===== src/hdl/bcpe_pkg.sv =====
package bcpe_pkg;

  localparam int CFG_AW     = 3;
  localparam int REG_SEL_BIT = 2;
  localparam logic REG_DEGREE      = 1'b0;
  localparam logic REG_POINT_COUNT = 1'b1;

  localparam logic [1:0] CMD_LOAD_KNOT  = 2'd0;
  localparam logic [1:0] CMD_LOAD_POINT = 2'd1;
  localparam logic [1:0] CMD_EVAL       = 2'd2;

  localparam logic [1:0] STAT_OK        = 2'd0;
  localparam logic [1:0] STAT_BAD_INDEX = 2'd1;
  localparam logic [1:0] STAT_BAD_U     = 2'd2;

  localparam logic [1:0] COORD_X = 2'd0;
  localparam logic [1:0] COORD_Y = 2'd1;
  localparam logic [1:0] COORD_Z = 2'd2;

  localparam int SEARCH_LIMIT = 32;
  localparam int IT_W         = $clog2(SEARCH_LIMIT + 1);

  // basis values are unsigned q1.30
  localparam int NB_W  = 31;
  localparam logic [NB_W-1:0] ONE_Q30 = 31'h4000_0000;

  // divider: 63-bit dividend, 33-bit divisor, quotient below 2^31
  localparam int DVD_W = 63;
  localparam int DVS_W = 33;
  localparam int QUO_W = NB_W;

  // coordinate sum with 46 fraction bits, rounding to q16.16
  localparam int ACC_W = 68;
  localparam int RQ_W  = ACC_W - 30;
  localparam logic signed [ACC_W-1:0] ROUND_HALF = 68'sh0_0000_0000_2000_0000;
  localparam logic signed [RQ_W-1:0]  RQ_MAX     = 38'sh00_7FFF_FFFF;
  localparam logic signed [RQ_W-1:0]  RQ_MIN     = 38'sh3F_8000_0000;

  typedef struct packed {
    logic [1:0]         command;
    logic [6:0]         entry_index;
    logic [31:0]        knot_value;
    logic signed [31:0] coord_x;
    logic signed [31:0] coord_y;
    logic signed [31:0] coord_z;
    logic [31:0]        param_u;
  } in_item_t;

  typedef struct packed {
    logic signed [31:0] point_x;
    logic signed [31:0] point_y;
    logic signed [31:0] point_z;
    logic [6:0]         span_found;
    logic [1:0]         status;
  } out_item_t;

  typedef enum logic [4:0] {
    ST_IDLE,
    ST_DECODE,
    ST_RNG_LO,
    ST_RNG_HI,
    ST_SRCH_A,
    ST_SRCH_B,
    ST_BAS_ISS,
    ST_BAS_L,
    ST_BAS_R,
    ST_DEN,
    ST_MUL_R,
    ST_DIV_R,
    ST_MUL_L,
    ST_DIV_L,
    ST_W_RD,
    ST_W_MUL,
    ST_W_ACC,
    ST_W_RND,
    ST_OUT
  } state_t;

endpackage


===== src/hdl/bcpe_div.sv =====
module bcpe_div (
  input  logic                        clk,
  input  logic                        rst_n,
  input  logic                        start,
  input  logic [bcpe_pkg::DVD_W-1:0]  dividend,
  input  logic [bcpe_pkg::DVS_W-1:0]  divisor,
  output logic [bcpe_pkg::QUO_W-1:0]  quotient,
  output logic                        done
);
  import bcpe_pkg::*;

  localparam int CNT_W = $clog2(QUO_W + 1);

  logic             busy_r, done_r;
  logic [CNT_W-1:0] cnt_r;
  logic [DVS_W-1:0] rem_r, dvs_r;
  logic [QUO_W-1:0] low_r, quo_r;
  logic [DVS_W:0]   trial, diff;
  logic             fits;

  // restoring division, one quotient bit a cycle
  assign trial = {rem_r, low_r[QUO_W-1]};
  assign fits  = trial >= {1'b0, dvs_r};
  assign diff  = trial - {1'b0, dvs_r};

  always_ff @(posedge clk) begin
    if (!rst_n) begin
      busy_r <= 1'b0;
      done_r <= 1'b0;
      cnt_r  <= '0;
    end else begin
      done_r <= 1'b0;
      if (start) begin
        busy_r <= 1'b1;
        cnt_r  <= CNT_W'(QUO_W);
      end else if (busy_r) begin
        cnt_r <= cnt_r - CNT_W'(1);
        if (cnt_r == CNT_W'(1)) begin
          busy_r <= 1'b0;
          done_r <= 1'b1;
        end
      end
    end
  end

  always_ff @(posedge clk) begin
    if (start) begin
      rem_r <= DVS_W'(dividend[DVD_W-1:QUO_W]);
      low_r <= dividend[QUO_W-1:0];
      dvs_r <= divisor;
    end else if (busy_r) begin
      rem_r <= fits ? diff[DVS_W-1:0] : trial[DVS_W-1:0];
      low_r <= {low_r[QUO_W-2:0], 1'b0};
      quo_r <= {quo_r[QUO_W-2:0], fits};
    end
  end

  assign quotient = quo_r;
  assign done     = done_r;

endmodule


===== config.mk =====
export PLATFORM = sky130hd
export DESIGN_NAME = bcpe_div
export DESIGN_NICKNAME = d
export VERILOG_FILES = /design/src/hdl/bcpe_pkg.sv /design/src/hdl/bcpe_div.sv
export SDC_FILE = /design/constraint.sdc
export NUM_CORES = 1
export LEC_CHECK = 0
export ABC_AREA = 1
export BUFFER_PORTS_ARGS = -buffer_cell sky130_fd_sc_hd__buf_2
export CORE_ASPECT_RATIO = 1.4
export CORE_UTILIZATION = 30
export CTS_CLUSTER_SIZE = 14
export DETAILED_ROUTE_END_ITERATION = 8
export GPL_TIMING_DRIVEN = 0
export SLEW_MARGIN = 40
export SYNTH_ARGS = -nofsm -noshare
export SYNTH_HDL_FRONTEND = slang
export SYNTH_SLANG_ARGS = --single-unit
export TNS_END_PERCENT = 1

===== constraint.sdc =====
create_clock -name clk -period 5.1 [get_ports clk]
set_input_delay 0.51 -clock clk [delete_from_list [all_inputs] [get_ports clk]]
set_output_delay 0.51 -clock clk [all_outputs]
set_load 0.02 [all_outputs]

Word level (Yosys, flattened, before mapping)
Index checks and enable logic that the tools add are counted.
W data, S select, Z words.
{"block": "op_classes", "addsub": 2, "n_mul": 0, "div": 0, "magnitude_cmp": 1, "eq_ne": 1, "shift": 0, "mux": 11, "bitwise_logic": 3, "n_reduce_logical": 3}
{"op": "$mux W32", "count": 2}
{"op": "$mux W31", "count": 2}
{"op": "$ge A34 B33 Y1", "count": 1}
{"op": "$mux W33", "count": 1}
{"op": "$sub A33 B33 Y33", "count": 1}
{"op": "$mux W5", "count": 2}
{"op": "$eq A5 B1 Y1 const B", "count": 1}
{"op": "$sub A5 B1 Y5 const B", "count": 1}
{"op": "$mux W1", "count": 4}
{"op": "$not A1 Y1", "count": 3}
{"op": "$reduce_or A3 Y1", "count": 1}
{"op": "$reduce_and A2 Y1", "count": 1}
{"op": "$reduce_bool A2 Y1", "count": 1}
{"block": "word_totals", "regBits": 135, "latch_bits": 0, "ram_bits": 0, "mem_bits_ro": 0, "elab_cells": 29, "memories": 0}

Logic depth before layout (Yosys ltp)
Gate-level depths: netlist of run 1.
{"block": "logic_depth", "word_depth": 4, "mapped_depth": 18, "depth_no_buf": 17}

Least setup slack after synthesis of run 1
No wires, ideal clock.
{"block": "synth_timing", "path_type": "input port to flip-flop", "start": "input port start", "end": "register quo_r[0], in the netlist quotient[0], enable pin", "setup_time_ps": 424, "t_arrival_ps": 1919, "required_ps": 4676, "path_slack_ps": 2757, "path_stages": 1, "cell_sequence": "nor2_1"}
{"block": "synth_via", "elab_chain_len": 2}
{"element": "from (decl)", "line_no": "bcpe_div.sv:4", "rtl": "input logic start,"}
{"element": "$not A1 Y1 (no line)"}
{"element": "$reduce_and A2 Y1 (no line)"}
{"element": "to (signal assigned)", "line_no": "bcpe_div.sv:54", "rtl": "quo_r <= {quo_r[QUO_W-2:0], fits};"}
{"element": "to (decl)", "line_no": "bcpe_div.sv:17", "rtl": "logic [QUO_W-1:0] low_r, quo_r;"}
Every way passes these cells.
A chain may end at the register's enable or synchronous reset.

Final worst setup path of run 1
{"block": "layout_timing", "start": "register low_r[30]", "end": "register rem_r[15], data pin"}
{"block": "layout_via", "elab_chain_len": 4, "word_cells_on_any_way": 5}
{"element": "from (decl)", "line_no": "bcpe_div.sv:17"}
{"element": "from (signal assigned)", "line_no": "bcpe_div.sv:49", "rtl": "low_r <= dividend[QUO_W-1:0];"}
{"element": "from (signal assigned)", "line_no": "bcpe_div.sv:53", "rtl": "low_r <= {low_r[QUO_W-2:0], 1'b0};"}
{"element": "$sub A33 B33 Y33 / $ge A34 B33 Y1 (equally long branches)", "line_no": "bcpe_div.sv:24, bcpe_div.sv:23"}
{"element": "$mux W33 *", "line_no": "bcpe_div.sv:52", "rtl": "rem_r <= fits ? diff[DVS_W-1:0] : trial[DVS_W-1:0];"}
{"element": "$mux W32 *", "line_no": "bcpe_div.sv:51", "rtl": "end else if (busy_r) begin"}
{"element": "$mux W32 *", "line_no": "bcpe_div.sv:47", "rtl": "if (start) begin"}
{"element": "to (signal assigned)", "line_no": "bcpe_div.sv:48", "rtl": "rem_r <= DVS_W'(dividend[DVD_W-1:QUO_W]);"}
{"element": "to (signal assigned)", "line_no": "bcpe_div.sv:52"}
{"element": "to (decl)", "line_no": "bcpe_div.sv:16", "rtl": "logic [DVS_W-1:0] rem_r, dvs_r;"}
Every way passes the cells marked *; elsewhere a longest branch is shown, timed or not. The select of a mux whose other input is x is not followed.

==> results.cfg, run 1 <==
[critical_path]
critPathKind = reg2reg
path_buf_inv = 3
path_cells = inv_1, ha_1, inv_1, fa_1, nand2_1, nand2_2, nand3b_4, nand2_2, nand2_1, nand2_2, nand2_2, nand2_2, nand2_4, buf_2, nand3_1, nand3_1, nand2_1
cpPeakStageDelay_ns = 0.42
crit_path_frequent_cell = nand2_2
crit_arrival_ns = 3.00
cp-end-kind = flop
worstPathRequired_ns = 5.29
reg2reg_depth = 17
cp-start-kind = flop
cp_slowest_cell = fa_1
cp_max_fo = 10
cp_top_family = simple AND/OR/NAND/NOR gates
path_depth = 17
r2r_setup_slack_ns = 2.29

[global_routing]
grt_pass1_vias = 7175
grt_overflow_total = 0
grt_pass1_wl_um = 36300
grt.total_usage_pct = 16.9
grt_max_degree = 39
antenna_found_initial = 1

[layout]
final_cells = 1604
fill_cells = 2976
drive_gt1_share_pct = 18.7
syn_to_final_growth_pct = 20.4
layout.nets = 1358
final_common_cell = nand2_1
final_cell_mix = 416 x nand2_1, 201 x inv_1, 136 x buf_2
n_antenna_cell = 0
register_area_um2 = 3970
multiInputGateArea_um2 = 3490

[synthesis]
syn-mean-instance-area_um2 = 7.82
yosysWarnings = 0
syn_area_um2 = 8390
syn_nets = 1207
synthCells = 1072
synth.distinct_cells = 37
yosysSeqAreaShare_pct = 47.4
ys_seq_elements = 135

[sta]
hold_viol_final = 0
maxSlewViolCount = 0
rsz0062_at_grt = false
finalWorstPathRequiredPeriod_ns = 2.81
setup_ws_ns = 2.29
finClkSkew_ns = 0.0118
worst_pin_slew_ns = 0.625
holdWs_ns = 0.240
slew_headroom_pct = 58.3
setup_tns_ns = 0
setup_violations = 0
finalCritPeriodShare_pct = 55.1
max_clock_freq_mhz = 356

[placed_design]
dpl.hpwl_um = 17500
pre_cts_ws_ns = 2.31
post-place-cells = 1574
gp_congestion = 0.892
port_buffers = 130

[clocking]
cts_hold_buf = 0
cts_buffers = 17
clk_pin_slew_ns = 0.06
cts_setup_buffers = 0
cts.path.max_buffers = 2
htree_levels = 4
insertion_delay_ns = 0.44
cts_resized = 0
cts_tree = done
cts_root_buf = clkbuf_16
cts_sinks = 135

[floorplanning]
row_count = 72
dieArea_um2 = 28600
dieHeight_um = 200
core_region_area_um2 = 27600
start_util_pct = 30.4
design.portCount = 131
die_x_um = 143

[pwr]
vdd_drop_max_mv = 0.232
p_total_mw = 4.11
powerDensity_nw_per_um2 = 407
leakagePower_nw = 5.17

[run_status]
status = finished clean

[routing]
drt-initial-drc-count = 332
final_antenna_net_count = 0
drc = 0
wl_per_cell_um = 14.0
drt_wl_total_um = 22500
avgViaCountPerCell = 4.32
num_vias = 6933
drt-pass1-iter-count = 4

[hold_path]
min_path_cells = 1
hold_path_class = in2reg

[job]
maxCapViolCount = 0
[cells by family (layout without fill, tap and decap cells)]
group,count (synthesis),count (layout),share of synthesized area [%]
DFF,135,135,47.4
xor gates and xnor gates,15,15,1.57
AOI/OAI and AO/OA,29,29,1.89
and+or+nand+nor,628,628,32.6
adders and majority gates,36,36,5.46
buffers and inverters,229,391,11.1
[registers in the layout (all words and copies together), names as in the netlist]
register / count
busy_r: 1
quotient: 31
dvs_r: 33
done: 1
rem_r: 33
cnt_r: 5
low_r: 31
[routing by layer]
layer / vias up / track usage, % / share of wire, %
met4: 2 / 7.92 / 2.9
met3: 40 / 3.41 / 3.9
met5: - / 0 / 0.058
met1: 3132 / 18.9 / 41
li1: 3635 / - / -
met2: 124 / 30.6 / 52
[synth_stat cells]
cell,instances,share of area (%)
nor3_1,8,0.48
a31oi_1,2,0.15
nand2_1,416,19
fa_1,1,0.24
nor2_4,1,0.13
nand4_1,9,0.67
nand3_1,84,5.0
and2_1,7,0.52
nor2_1,43,1.9
nand3b_1,6,0.54
nor3_2,3,0.36
nand2_8,1,0.24
a221oi_1,1,0.10
inv_1,202,9.0
a21o_1,2,0.18
buf_12,3,0.72
a21oi_1,20,1.2
o21ai_0,3,0.18
nand3b_4,1,0.24
edfxtp_1,127,45
buf_1,3,0.13
or2_4,1,0.10
inv_4,1,0.075
nand3_2,3,0.36
nor2_2,2,0.15
buf_4,3,0.27
xnor2_1,15,1.6
inv_2,2,0.090
o211ai_1,1,0.090
clkbuf_1,8,0.36
nand2_2,39,2.9
or2_2,1,0.075
nand2_4,1,0.13
nor4_1,2,0.15
buf_2,7,0.42
ha_1,35,5.2
dfxtp_1,8,1.9
[worst paths after layout]
kind,from,to
worst max-delay path,low_r[30],rem_r[15]
worst max register to register,low_r[30],rem_r[15]
worst min register to register,quotient[29],quotient[30]
worst min-delay path,divisor[0],dvs_r[0]
[final cells by class]
type / count / share of cell area (%)
repair buffers: 132 / 6.94
inverters: 205 / 7.69
clock buffers: 17 / 4.21
clock inverters: 13 / 1.09
plain buffers: 24 / 1.57
well taps: 370 / 4.58
multi-input cells: 708 / 34.6
flip-flops and latches: 135 / 39.3
[metrics by stage]
stage | util, % | cell area [um^2]
after CTS | 36.6 | 10100
after global placement | 34.5 | 9500
after floorplan | - | 8390
final | 36.6 | 10100
after global routing | 36.6 | 10100
after detailed placement | 34.7 | 9560
[report_power, final]
group	internal [mW]	switching, mW	total [mW]	leakage (nW)
Combinational	0.552	0.980	1.53	3.59
Sequential	1.37	0.0564	1.43	1.32
Clock	0.660	0.488	1.15	0.256
Power figures use the tool's default switching activity.
==> inputs of run 2 (changes only) <==
==> constraint.sdc (replaced) <==
create_clock -name clk -period 2.69 [get_ports clk]
set_input_delay 0.269 -clock clk [delete_from_list [all_inputs] [get_ports clk]]
set_output_delay 0.269 -clock clk [all_outputs]
set_load 0.02 [all_outputs]
==> run 2 against run 1 <==
Compared with the run above:
- via count rose by 2.6%
- largest power group unchanged
- largest cell class unchanged
- sequential share of layout area decreased by 1.9 points
- cell count increased by 2.6%
- first-iteration DRC count rose by 8.4%
- combinational power increased by 96%
- register-to-register slack got worse by 2.1 ns
==> results.cfg, run 2 (same netlist as run 1, synthesis figures left out) <==
[layout]
n_antenna_cell = 0
drive_gt1_share_pct = 19.3
final_cell_mix = 416 x nand2_1, 200 x inv_1, 134 x buf_2
fill_cells = 2943
syn_to_final_growth_pct = 26.4
final_cells = 1645
final_common_cell = nand2_1
reg_top3 = dvs_r x33, rem_r x33
layout.nets = 1399
finalInstanceArea_um2 = 10600

[global_routing]
grt_overflow_total = 0
grt_max_degree = 39
grt_pass1_vias = 7275
grt_pass1_wl_um = 36600
grt.total_usage_pct = 17.0
antenna_found_initial = 0

[sta]
setup_ws_ns = 0.157
maxSlewViolCount = 0
rsz0062_at_grt = false
finClkSkew_ns = 0.00954
finalWorstPathRequiredPeriod_ns = 2.53
setup_violations = 0
hold_viol_final = 0
max_clock_freq_mhz = 395
worst_pin_slew_ns = 0.641
finalCritPeriodShare_pct = 94.2
slew_headroom_pct = 57.3

[hold_path]
hold_path_class = in2reg

[clocking]
cts_buffers = 17
htree_levels = 4
clk_pin_slew_ns = 0.06
cts_tree = done
cts_root_buf = clkbuf_16
insertion_delay_ns = 0.44
cts.path.max_buffers = 2
cts_sinks = 135

[job]
maxCapViolCount = 0

[placed_design]
pre_cts_ws_ns = -0.104
gp_congestion = 0.892
dpl.hpwl_um = 17500
dpl_cell_area_um2 = 9560
post-place-cells = 1574
port_buffers = 130

[floorplanning]
start_util_pct = 30.4
die_x_um = 143
design.portCount = 131
core_region_area_um2 = 27600
dieHeight_um = 200
row_count = 72
dieArea_um2 = 28600

[routing]
num_vias = 7114
wl_per_cell_um = 14.0
drt-initial-drc-count = 360
final_antenna_net_count = 0
drt-pass1-iter-count = 4
drc = 0
avgViaCountPerCell = 4.32
drt_wl_total_um = 23100

[critical_path]
worstPathRequired_ns = 2.89
r2r_setup_slack_ns = 0.16
cp-start-kind = flop
cp_max_fo = 5
crit_arrival_ns = 2.73
critPathKind = reg2reg
cp-end-kind = flop

[run_status]
status = finished clean

[pwr]
powerDensity_nw_per_um2 = 744
leakagePower_nw = 5.39
vdd_drop_max_mv = 0.441
p_total_mw = 7.89
## run 2: metal layers
layer	part of all wire [%]	global-route usage [%]	vias to the layer above
met3	3.5	3.34	39
li1	-	-	3726
met5	0	0	-
met4	3.1	7.88	0
met2	52	30.4	135
met1	42	19.4	3214
## run 2: worst max-delay path, stage by stage (launching register included)
cell and delay (ns):
edfxtp_1 0.36, inv_1 0.08, ha_1 0.16, inv_2 0.07, fa_2 0.36, nand2_1 0.08, nand2_2 0.08, nand3b_4 0.08
nand2_2 0.08, nand2_1 0.08, nand2_2 0.10, nand2_4 0.10, nand2_4 0.09, nand2_4 0.18, clkbuf_16 0.18, nand3_1 0.09
nand3_2 0.09, nand2_1 0.04
## run 2: final cells by class
cell class	instances	area [um^2]	area share [%]
Sequential cell	135	3970	37.5
Multi-Input combinational cell	709	3540	33.3
Timing Repair Buffer	172	1130	10.7
Inverter	205	777	7.33
Tap cell	370	463	4.36
Clock buffer	17	425	4.01
Buffer	24	186	1.76
Clock inverter	13	110	1.04
## run 2: final timing paths
kind / start / to / cells after the start
worst min register to register: quotient[29] / quotient[30] / 0
worst min-delay path: divisor[7] / dvs_r[7] / 1
worst max register to register: low_r[30] / rem_r[28] / 17
worst max-delay path: low_r[30] / rem_r[28] / 17
## run 2: where the power goes
part	total (mW)	internal (mW)	switching, mW
Sequential	2.71	2.60	0.107
Combinational	3.00	1.11	1.89
Clock	2.18	1.25	0.929
## run 2: through the flow
stage	hold slack (ns)	util, %	TNS [ns]
global placement	0.427	34.5	-90.53
finish	0.0284	38.5	0
CTS	0.00467	37.9	0
floorplan	0.368	-	0
detailed placement	0.428	34.7	-1.72
global route	0.0115	38.5	0
## run 2: repair_timing
action / 4_1_cts / 5_1_grt
buffers inserted: 0 / 5
hold buffers: 32 / 0
hold endpoints to repair: 32 / 0
pin swaps: 0 / 5
endpoints found under the setup margin: 30 / 32
gates cloned: 0 / 4
gates resized for setup: 6 / 11
==> inputs of run 3 (changes only) <==
--- a/config.mk
+++ b/config.mk
@@ -12,6 +12,8 @@
 export CTS_CLUSTER_SIZE = 14
 export DETAILED_ROUTE_END_ITERATION = 8
 export GPL_TIMING_DRIVEN = 0
+export REMOVE_ABC_BUFFERS = 1
+export SETUP_SLACK_MARGIN = 0.3
 export SLEW_MARGIN = 40
 export SYNTH_ARGS = -nofsm -noshare
 export SYNTH_HDL_FRONTEND = slang
==> run 3 against run 2 <==
Compared with the run above:
- worst hold slack better by 0.048 ns
- die area stayed put
- register-to-register slack better by 0.11 ns
- cell count is 0.36% higher
- critical path depth stayed put
- combinational power is 17% higher
- sequential share of layout area is 2.0 points lower
- flip-flop and latch count stayed put
- critical endpoint is now rem_r[21]
- largest cell class is now multi-input combinational cells
- highest routed layer unchanged
==> results.cfg, run 3 (same netlist as run 1, synthesis figures left out) <==
[run_status]
status = finished clean

[placed_design]
dpl.hpwl_um = 16700
pre_cts_ws_ns = -0.425
gp_congestion = 0.877
port_buffers = 130

[routing]
drt_wl_total_um = 25100
wl_per_cell_um = 15.2
drt-pass1-iter-count = 5
drc = 0
num_vias = 7290
drt-initial-drc-count = 306
avgViaCountPerCell = 4.42
final_antenna_net_count = 0

[sta]
maxSlewViolCount = 0
worst_pin_slew_ns = 0.574
finalCritPeriodShare_pct = 90.0
finClkSkew_ns = 0.0200
slew_headroom_pct = 61.7
max_clock_freq_mhz = 413
setup_violations = 0
rsz0062_at_grt = true
hold_viol_final = 0
setup_tns_ns = 0
setup_ws_ns = 0.269
finalWorstPathRequiredPeriod_ns = 2.42

[floorplanning]
dieHeight_um = 200
design.portCount = 131
dieArea_um2 = 28600
start_util_pct = 30.4
core_region_area_um2 = 27600
die_x_um = 143
row_count = 72

[pwr]
pwr-share-clk_pct = 26.3
power_frac_seq_pct = 32.4
vdd_drop_max_mv = 0.431
switching_share_pct = 39.6
p_comb_share_pct = 41.3
p_int_mw = 5.12
switching_power_mw = 3.35
leakagePower_nw = 5.52
powerDensity_nw_per_um2 = 756

[critical_path]
critPathKind = reg2reg
worstPathRequired_ns = 2.89
reg2reg_depth = 17
cp-end-kind = flop
crit_arrival_ns = 2.62
cp-start-kind = flop
cp_max_fo = 8

[layout]
final_common_cell = nand2_1
syn_to_final_growth_pct = 33.7
fill_cells = 2891
postLayoutCoreUtil_pct = 40.7
layout.nets = 1403
reg_top3 = dvs_r x33, rem_r x33
drive_gt1_share_pct = 24.7
n_antenna_cell = 0
final_cell_mix = 409 x nand2_1, 198 x inv_1, 129 x buf_2

[hold_path]
min_path_cells = 3
hold_path_class = in2reg

[global_routing]
grt_pass1_wl_um = 39200
antenna_found_initial = 0
grt.total_usage_pct = 18.5
grt_overflow_total = 0
grt_max_degree = 66
grt_pass1_vias = 7333

[clocking]
cts_root_buf = clkbuf_16
clk_pin_slew_ns = 0.07
cts_sinks = 135
cts_buffers = 17
insertion_delay_ns = 0.46
cts_tree = done
cts.path.max_buffers = 2
htree_levels = 4

[job]
maxCapViolCount = 0
## run 3: cell types whose count changed in the layout (fill, tap and decap cells not counted), sizes merged
cell / change
buf: +4
bufinv: -1
clkbuf: -11
clkinv: -6
dlygate4sd3: +1
inv: +10
nand2: +9
## run 3: worst paths after layout
path | startpoint | to | slack (ns)
hold / removal | dividend[0] | low_r[0] | 0.08
setup reg to reg | low_r[30] | rem_r[21] | 0.27
setup / recovery | low_r[30] | rem_r[21] | 0.27
hold reg to reg | quotient[7] | quotient[8] | 0.44
## run 3: per-stage QoR
step / area (um^2) / hold WS, ns / total power, mW / instances
5_1_grt: 11200 / 0.0689 / 9.06 / 1651
4_1_cts: 11000 / 0.0512 / 8.39 / 1644
6_report: 11200 / 0.0759 / 8.48 / 1651
3_3_place_gp: 9340 / 0.426 / 5.53 / 1548
2_1_floorplan: 8230 / 0.347 / 4.76 / 1048
3_5_place_dp: 9440 / 0.429 / 5.55 / 1551
## run 3: area by class of cell
cell class                 count  area (um^2)  share of cell area [%]
multi-input combinational    718         4140                    36.9
sequential                   135         3970                    35.4
timing repair buffer         190         1280                    11.4
inverter                     205          795                    7.08
tap                          370          463                    4.13
clock buffer                  17          425                    3.79
clock inverter                15          129                    1.15
timing repair inverter         1         8.76                  0.0781
## run 3: critical path: stages, from the launching register on
cell and delay [ns]:
edfxtp_1 0.38, inv_2 0.10, ha_4 0.14, inv_4 0.03, fa_2 0.34, nand2_2 0.10
nand2_4 0.07, nand3b_4 0.09, nand2_4 0.07, nand2_4 0.06, nand2_4 0.07, nand2_4 0.11
nand2_8 0.09, buf_12 0.17, nand2_8 0.11, nand3_1 0.09, nand3_1 0.10, nand2_1 0.05
## run 3: timing repair
action / in CTS / in global routing
hold buffers: 33 / 0
endpoints found under the setup margin: 34 / 34
gates cloned: 11 / 0
pin swaps: 37 / 15
hold endpoints to repair: 33 / 0
resized for setup: 62 / 32
buffers inserted: 17 / 7
## run 3: metal layers
metal / share of wire (%) / GRT usage [%] / up-vias / wire [um]
li1: - / - / 3757 / -
met1: 41 / 20.5 / 3341 / 10200
met2: 52 / 33.2 / 146 / 13200
met3: 3.6 / 3.53 / 46 / 910
met4: 3.4 / 10.2 / 0 / 859
met5: 0 / 0 / - / 0
## run 3: power by group through the flow
stage                     Combinational, mW  Clock [mW]  Sequential, mW
final                                  3.50        2.23            2.75
after global routing                   3.91        2.37            2.78
after CTS                              3.36        2.31            2.72
after detailed placement               2.80           0            2.75
after global placement                 2.77           0            2.76
after floorplan                        2.02           0            2.74
